<file path="src/hdl/saht_pkg.sv">
// shared types and constants for the set-associative hash store
// no dependencies; imported by the controller, the datapath and the top level
package saht_pkg;

   localparam int WAY_W = 2;

   typedef enum logic [0:0] {
      OP_PROBE = 1'b0,
      OP_SAVE  = 1'b1
   } opcode_type;

   localparam logic [1:0] BOUND_KIND_EXACT = 2'd3;

   // one stored entry; depth in offset form, age/pv/bound form the age byte
   typedef struct packed {
      logic [15:0] tag;
      logic [15:0] move;
      logic [15:0] value;
      logic [15:0] eval;
      logic [7:0]  depth;
      logic [4:0]  age;
      logic        pv;
      logic [1:0]  bound;
   } entry_type;

   localparam int ENTRY_W = $bits(entry_type);

   typedef enum logic [1:0] {
      ST_CLEAR,
      ST_IDLE,
      ST_READ,
      ST_EVAL
   } state_type;

   typedef struct packed {
      logic clear_wr;
      logic load;
      logic rd_en;
      logic commit;
   } cmd_type;

   typedef struct packed {
      logic clear_last;
   } status_type;

   // replacement worth: depth minus eight times relative age
   function automatic logic signed [9:0] repl_worth(entry_type e, logic [4:0] cur_age);
      logic [7:0] age_byte;
      logic [7:0] rel;
      age_byte = {e.age, e.pv, e.bound};
      rel = (8'd7 + {cur_age, 3'b000} - age_byte) & 8'hF8;
      return $signed({2'b00, e.depth}) - $signed({2'b00, rel});
   endfunction

endpackage

</file>
<file path="src/hdl/saht_ctrl.sv">
// controller state machine: clear sweep, item sequencing, result handshake
// depends on saht_pkg
module saht_ctrl (
   input  logic                 clock,
   input  logic                 reset,
   input  logic                 req_valid,
   output logic                 req_ready,
   output logic                 rsp_valid,
   input  logic                 rsp_ready,
   output saht_pkg::cmd_type    cmd,
   input  saht_pkg::status_type status
);

   import saht_pkg::*;

   state_type state_ff, state_in;
   logic      rsp_valid_ff, rsp_valid_in;

   always_ff @(posedge clock) begin
      if (reset) begin
         state_ff     <= ST_CLEAR;
         rsp_valid_ff <= 1'b0;
      end else begin
         state_ff     <= state_in;
         rsp_valid_ff <= rsp_valid_in;
      end
   end

   always_comb begin
      state_in  = state_ff;
      cmd       = '0;
      req_ready = 1'b0;
      case (state_ff)
         ST_CLEAR: begin
            cmd.clear_wr = 1'b1;
            if (status.clear_last) begin
               state_in = ST_IDLE;
            end
         end
         ST_IDLE: begin
            req_ready = 1'b1;
            if (req_valid) begin
               cmd.load = 1'b1;
               state_in = ST_READ;
            end
         end
         ST_READ: begin
            cmd.rd_en = 1'b1;
            state_in  = ST_EVAL;
         end
         ST_EVAL: begin
            if (!rsp_valid_ff || rsp_ready) begin
               cmd.commit = 1'b1;
               state_in   = ST_IDLE;
            end
         end
         default: begin
            state_in = ST_CLEAR;
         end
      endcase
   end

   always_comb begin
      if (cmd.commit) begin
         rsp_valid_in = 1'b1;
      end else if (rsp_ready) begin
         rsp_valid_in = 1'b0;
      end else begin
         rsp_valid_in = rsp_valid_ff;
      end
   end

   assign rsp_valid = rsp_valid_ff;

   // one item in flight at a time
   a_single_item: assert property (@(posedge clock) disable iff (reset)
      (req_valid && req_ready) |=> !req_ready)
      else $error("second transfer accepted while an item is in flight");

   // a result only appears from the evaluate step
   a_rsp_from_eval: assert property (@(posedge clock) disable iff (reset)
      $rose(rsp_valid) |-> $past(state_ff) == ST_EVAL)
      else $error("result raised outside evaluate step");

   // a committed result is never dropped by the output register
   a_commit_shows: assert property (@(posedge clock) disable iff (reset)
      cmd.commit |=> rsp_valid)
      else $error("committed result not presented");

endmodule

</file>
<file path="config.mk">
export PLATFORM = sky130hd
export DESIGN_NAME = saht_ctrl
export DESIGN_NICKNAME = d
export VERILOG_FILES = /design/src/hdl/saht_pkg.sv /design/src/hdl/saht_ctrl.sv
export SDC_FILE = /design/constraint.sdc
export NUM_CORES = 1
export LEC_CHECK = 0
export BUFFER_PORTS_ARGS = -buffer_cell sky130_fd_sc_hd__buf_2
export CORE_AREA = 2 2 39 41
export CTS_CLUSTER_SIZE = 14
export DETAILED_ROUTE_END_ITERATION = 10
export DIE_AREA = 0 0 41 43
export HOLD_SLACK_MARGIN = 0.06
export PLACE_DENSITY = 0.37
export SLEW_MARGIN = 20
export SYNTH_ARGS = -nofsm -noshare
export SYNTH_HDL_FRONTEND = slang
export SYNTH_SLANG_ARGS = --single-unit
</file>
<file path="constraint.sdc">
create_clock -name clock -period 1.83 [get_ports clock]
set_input_delay 0.366 -clock clock [delete_from_list [all_inputs] [get_ports clock]]
set_output_delay 0.366 -clock clock [all_outputs]
set_load 0.1 [all_outputs]
</file>
==> results of run 1 <==
## state kept, by name, indices dropped and copies added, names as in the netlist
| name | cells |
|---|---|
| state_ff | 2 |
| rsp_valid | 1 |
## cell families (layout without fill, tap and decap cells)
group	count (synthesis)	after routing
AO/OA/AOI/OAI	1	1
adder cells (fa/ha/maj)	5	5
buffers and inverters	5	18
flip-flops	3	3
multiplexers	2	2
AND/OR/NAND/NOR	9	9
## stage by stage
stage / TNS [ns] / utilization / cells
2_1_floorplan: -0.0563 / - / 25
3_3_place_gp: 0 / 0.222 / 50
3_5_place_dp: 0 / 0.222 / 50
4_1_cts: 0 / 0.241 / 54
5_1_grt: 0 / 0.241 / 54
6_report: 0 / 0.241 / 54
## synth_stat cells (all sizes together)
cell / number / share of area
dfxtp: 3 / 0.27
nor2: 4 / 0.067
nor2b: 2 / 0.056
inv: 4 / 0.067
ha: 5 / 0.28
mux2: 1 / 0.050
nand2b: 2 / 0.056
a222oi: 1 / 0.045
and2: 1 / 0.034
buf: 1 / 0.034
mux2i: 1 / 0.045
## cell type report
class / count / area, µm² / area share
multi-input cells: 17 / 146 / 0.438
repair buffers: 10 / 65.1 / 0.195
flip-flops and latches: 3 / 61.3 / 0.184
clock buffers: 4 / 26.3 / 0.0787
well taps: 16 / 20.0 / 0.0599
inverters: 4 / 15.0 / 0.0449
## worst paths after layout
| kind | from | end | slack [ns] | cells after the start |
|---|---|---|---|---|
| setup / recovery | state_ff[0]$_SDFFE_PP0P_ | cmd[0] | 0.09 | 3 |
| hold / removal | reset | rsp_valid$_SDFFE_PP0P_ | 0.34 | 2 |
| setup reg to reg | state_ff[0]$_SDFFE_PP0P_ | state_ff[0]$_SDFFE_PP0P_ | 0.22 | 4 |
| hold reg to reg | state_ff[1]$_SDFFE_PP0P_ | state_ff[1]$_SDFFE_PP0P_ | 0.52 | 2 |
## worst reg2reg max path, delay by kind of cell, from the launching register on
family	cells	cell delay, ns
muxes	1	0.36
AOI/OAI and AO/OA	1	0.43
DFF	1	0.39
adders and majority gates	1	0.20
buffers and inverters	1	0.11
## layer usage
metal  global-route usage  up-vias  wire length [µm]
met1               0.0671       85               201
met5                    0        -                 0
met2               0.0813        8               191
met4               0.0600        0                 0
li1                     -      102                 -
met3               0.0471        0                51
==> results by stage, run 1 <==
Run status:
- The run finished with clean final reports.

CTS:
- The buffer cell driving the clock tree root is sky130_fd_sc_hd__clkbuf_4.
- The number of sinks driven by the clock tree is 3.
- The TritonCTS clock tree is done.
- After clock tree synthesis, the setup repair step added 0 buffers.
- The register clock-pin slew on the reported worst setup and hold paths is 0.04 ns.
- In this run the number of H-tree levels came out at 1.
- The clock passes through at most 2 buffers.
- At the later pin of the worst-skew pair, clock insertion delay measures 0.23 ns.
- The number of hold buffers added after cts is 0.
- The number of buffers added by the clock tree synthesis step is 3.
- The post-cts repair resize count is 0.

Logic synthesis:
- The netlist uses 11 different library cells.
- The dominant combinational cell family by area after synthesis is adder cells.
- The synthesized-area fraction occupied by ao, oa, aoi and oai cells is 0.0447.
- Of the total synthesized cell area, the portion taken by full adders, half adders and majority gates is 0.279.
- The portion of netlist area occupied by mux cells is 0.0950.
- In this run the mean area of a mapped cell was 8.96 µm².
- For this run, the number of Yosys warnings is 0.
- The share of the yosys chip area belonging to registers is 0.268.
- The post-synthesis cell count is 25.
- Of the total synthesized cell area, the portion taken by AND, OR, NAND and NOR gates is 0.212.
- The number of nets in the synthesized netlist is 35.
- After synthesis the cells add up to 224 µm².
- The xor and xnor area share after synthesis is 0.
- Synthesis inferred 3 register bits.

Placed design:
- The placed instances occupy a cell area of 308 µm².
- The count of buffers inserted at the top-level ports is 10.
- The final estimated routing congestion in global placement is 0.645.
- The HPWL after detailed placement is 387 µm.
- At the placement stage, the worst setup path has a slack of 0.203 ns.

STA:
- The count of final max-slew check failures is 0.
- The post-route minimum period is 1.74 ns.
- In the finished design, the share of the clock period the worst path needs comes to 0.953.
- The transition time of the tightest slew-check pin is 0.476 ns.
- In this run the tightest slew margin relative to its limit is 0.683.
- The maximum frequency from static timing analysis is 0.574 GHz.
- For the final database, setup skew stands at 0.000778 ns.
- Once routing completed, OpenROAD measured the worst setup slack at 0.0865 ns.
- The tightest hold path in the finished design has a slack of 0.343 ns.
- Setup repair after global routing left no endpoint under its margin.
- Setup violations remaining at the end of the flow were counted as 0.
- The number of failing hold endpoints at the final stage is 0.

Critical path:
- Traced cell by cell, the critical path runs through ha_1 -> nor2b_1 -> buf_2.
- STA classifies the critical path endpoint as a primary output.
- For the worst setup path, the data required time is 1.46 ns.
- The class of the most critical setup path is reg -> out.
- The largest delay contributor family on the critical path is buffers and inverters.
- Counting both buffers and inverters, the worst setup path holds a total of 1.
- The type of origin of the critical path is a flop.
- The critical path arrival is 1.38 ns.
- The critical-path cell with the highest stage delay is sky130_fd_sc_hd__buf_2.
- The peak fanout along the critical path is 4.
- For this run, the slowest stage of the critical path takes 0.43 ns.

Worst hold path:
- The class of the tightest hold or removal check is in -> reg.

Global routing:
- The global routing usage summed across all routing layers is 0.0651.
- The number of antenna violations at the first check in global routing is 0.
- Entering global routing, the biggest net connects 6 pins.
- The first global-routing pass estimated 690 µm of wire.
- The remaining global-route overflow is 0.
- The via count of the first global-routing pass is 191.

Drt:
- The first detailed-routing pass took 4 iterations.
- In the final routed layout, each cell accounts on average for 8.22 µm.
- For this run, design rule violations remaining after detail routing come to 0.
- The detail-routed via count per cell is 3.61.
- The final route contains 195 vias.
- The detailed router finished its first iteration with 3 violations.
- The final layout contains routed wiring with a total length of 444 µm.
- The detail route stage leaves a number of antenna-violating nets equal to 0.

Layout:
- The library cell used most frequently in the layout, excluding fill and tap cells, is sky130_fd_sc_hd__buf_2.
- In the layout the commonest cells are 9 x sky130_fd_sc_hd__buf_2, 4 x sky130_fd_sc_hd__inv_1, 4 x sky130_fd_sc_hd__nor2_1.
- The number of nets in the layout is 49.
- The count of fill cells added during filler insertion is 166.
- The post-layout instance area is 334 µm².
- The area growth from synthesis to layout is 49.2%.
- In the final layout, the share of cells above drive strength 1 is 0.447.
- The antenna cell count is 0.

Die:
- The floorplan step defined a die boundary enclosing 1760 µm².
- Pin placement for this block handled 11 I/O pins.
- The number of placement rows is 14.
- The overall die width is 41 µm.
- The initial utilization of the core area, before any placement, comes to 0.162.
- The die is 43 µm tall.
- The core region area is 1380 µm².

Run:
- The number of maximum-capacitance violations is 0.
Power of run 1 is left out: the tool's default activity adds up to more than one toggle a clock period on the data nets, which glitch-free logic cannot reach.
==> inputs of run 2 (changes only) <==
clock period = 2 ns   (was 1.83 ns; I/O delays follow)
==> results by stage, run 2 (synthesis gave the netlist of run 1 again) <==
Die:
- The initial core utilization was 0.162 (unchanged).
- The total I/O pin count is 11 (unchanged).
- The number of placement rows was 14 (unchanged).
- The vertical die dimension is 43 µm (unchanged).
- The area of the die is 1760 µm² (unchanged).
- The overall die width is 41 µm (unchanged).
- The core region area is 1380 µm² (unchanged).

STA:
- The count of final max-slew check failures is 0 (unchanged).
- Of the available clock period, the critical path in the final layout requires 0.903.
- The number of failing hold endpoints at the final stage is 0 (unchanged).
- The worst-case headroom to the max-slew limit came to 0.677 (-0.00607).
- The transition time of the tightest slew-check pin is 0.489 ns (+0.0125 ns).
- Setup repair after global routing left no endpoint under its margin.
- The accumulated negative setup slack is 0 ns (unchanged).
- The number of failing setup endpoints in the final timing report was 0 (unchanged).
- The maximum clock skew at final layout is 0.00198 ns (+0.00121 ns).
- The worst path in the final design needs a cycle of 1.81 ns, including I/O delays and setup.
- The maximum frequency from static timing analysis is 0.554 GHz.

Layout:
- The post-layout instance count excluding filler cells is 54 (unchanged).
- The combined area of the multi-input logic cells is 146 µm² (unchanged).
- The antenna cell count is 0 (unchanged).
- The most common library cell in the layout ignoring fill and taps is sky130_fd_sc_hd__buf_2.
- The number of nets in the layout is 49 (unchanged).
- The number of flip-flops in the largest register was 2 (unchanged).
- The register area is 60.1 µm² (-2.0%).
- The layout overhead on the synthesized area is 41.9%.
- The library cells used most frequently in the layout, excluding fill and tap cells, are 10 x sky130_fd_sc_hd__buf_2, 4 x sky130_fd_sc_hd__inv_1, 4 x sky130_fd_sc_hd__nor2_1.
- Counting flops per register, the top entry is state_ff.
- The final standard cell utilization of the core is 0.230 (-0.0118).
- The ratio of cells with drive above 1 in the final layout is 0.421 (-0.0263).
- The post-layout instance area came to 318 µm² (-4.9%).
- The count of fill cells added during filler insertion is 160 (-3.6%).

Global routing:
- The maximum number of pins on one net before global-route repair is 6 (unchanged).
- The first-pass GRT wire length was 600 µm (-13%).
- The number of antenna violations at the first check in global routing is 0 (unchanged).
- The remaining global-route overflow is 0 (unchanged).
- The via count of the first global-routing pass is 176 (-7.9%).
- The global routing usage summed across all routing layers is 0.0551 (-0.0100).

Drt:
- The number of vias in the routed layout is 193 (-1.0%).
- The detailed-routing iteration count for the pre-antenna-repair pass was 4 (unchanged).
- The initial DRC count is 2 (-1).
- The detailed-route wire length is 413 µm (-7.0%).
- The number of remaining DRC errors is 0 (unchanged).
- The count of nets left with antenna violations after detail routing is 0 (unchanged).
- The detail-routed via count per cell is 3.57 (-1.0%).
- The post-detailed-route wirelength per cell came to 7.65 µm (-7.0%).

Critical path:
- The worst setup path is captured at a primary output.
- The path depth of the worst reg2reg path came to 4 (unchanged).
- The peak fanout along the critical path is 4 (unchanged).
- The critical path arrival is 1.41 ns (+0.03 ns).
- The worst setup path is launched from a flop.
- The required time of the critical path is 1.60 ns (+0.14 ns).
- The startpoint identified for the worst register-to-register timing path is state_ff[1]$_SDFFE_PP0P_.
- The class of the most critical setup path is reg -> out.
- Tracing the worst setup path back leads to its startpoint at state_ff[1]$_SDFFE_PP0P_.

CTS:
- The number of H-tree levels is 1 (unchanged).
- The number of buffers added for setup after CTS is 0 (unchanged).
- The buffer cell driving the clock tree root is sky130_fd_sc_hd__clkbuf_4.
- The number of buffers on the longest clock path is 2 (unchanged).
- The number of hold buffers added after cts is 0 (unchanged).
- The post-cts repair resize count was 0 (unchanged).
- The number of sinks driven by the clock tree is 3 (unchanged).
- The number of buffers added by the clock tree synthesis step came to 3 (unchanged).
- TritonCTS built the clock tree.
- The register clock-pin slew on the reported worst setup and hold paths is 0.04 ns (about the same).
- The latest clock arrival within the worst-skew pair came to 0.23 ns (about the same).

Placed design:
- The HPWL after detailed placement came to 347 µm (-10%).
- The number of instances in the placed design came to 50 (unchanged).
- The count of buffers inserted at the top-level ports came to 10 (unchanged).
- The final estimated routing congestion in global placement is 0.622 (-3.7%).
- The cell area after placement is 292 µm² (-5.3%).

Run:
- The number of maximum-capacitance violations is 0 (unchanged).

Worst hold path:
- The cell depth of the worst hold path is 2 (unchanged).
- In this run the most critical hold path is launched from reset.
- The tightest min-delay check is of the in -> reg type.

Run status:
- The flow ran to the end, and the final reports show no timing, DRC or antenna violations.
==> run 2: worst max-delay path: stages, from the launching register on <==
cell	delay [ns]
sky130_fd_sc_hd__dfxtp_1	0.33
sky130_fd_sc_hd__inv_1	0.11
sky130_fd_sc_hd__ha_2	0.19
sky130_fd_sc_hd__and2_2	0.13
sky130_fd_sc_hd__buf_2	0.41
==> run 2: stage by stage <==
step                hold slack (ns)  setup WS (ns)
floorplan                     0.472         0.0797
global placement              0.512          0.373
detailed placement            0.520          0.379
CTS                           0.383          0.177
global route                  0.389         0.0878
finish                        0.387          0.194
==> run 2: layer usage <==
metal  vias to the layer above  part of all wire  GRT usage
met4                         0                 0     0.0600
met1                        83              0.42     0.0447
met2                         8              0.46     0.0813
li1                        102                 -          -
met5                         -                 0          0
met3                         0              0.12     0.0314
==> run 2: final timing paths <==
kind              slack [ns]                       end
setup / recovery        0.19                    cmd[2]
hold reg to reg         0.52  state_ff[1]$_SDFFE_PP0P_
setup reg to reg        0.39  state_ff[0]$_SDFFE_PP0P_
hold / removal          0.39    rsp_valid$_SDFFE_PP0P_
==> run 2: cell type report <==
cell class	count	share of cell area
multi-input combinational	17	0.461
sequential	3	0.189
timing repair buffer	10	0.157
clock buffer	4	0.0827
tap	16	0.0630
inverter	4	0.0472
Power of run 2 is left out for the same reason.
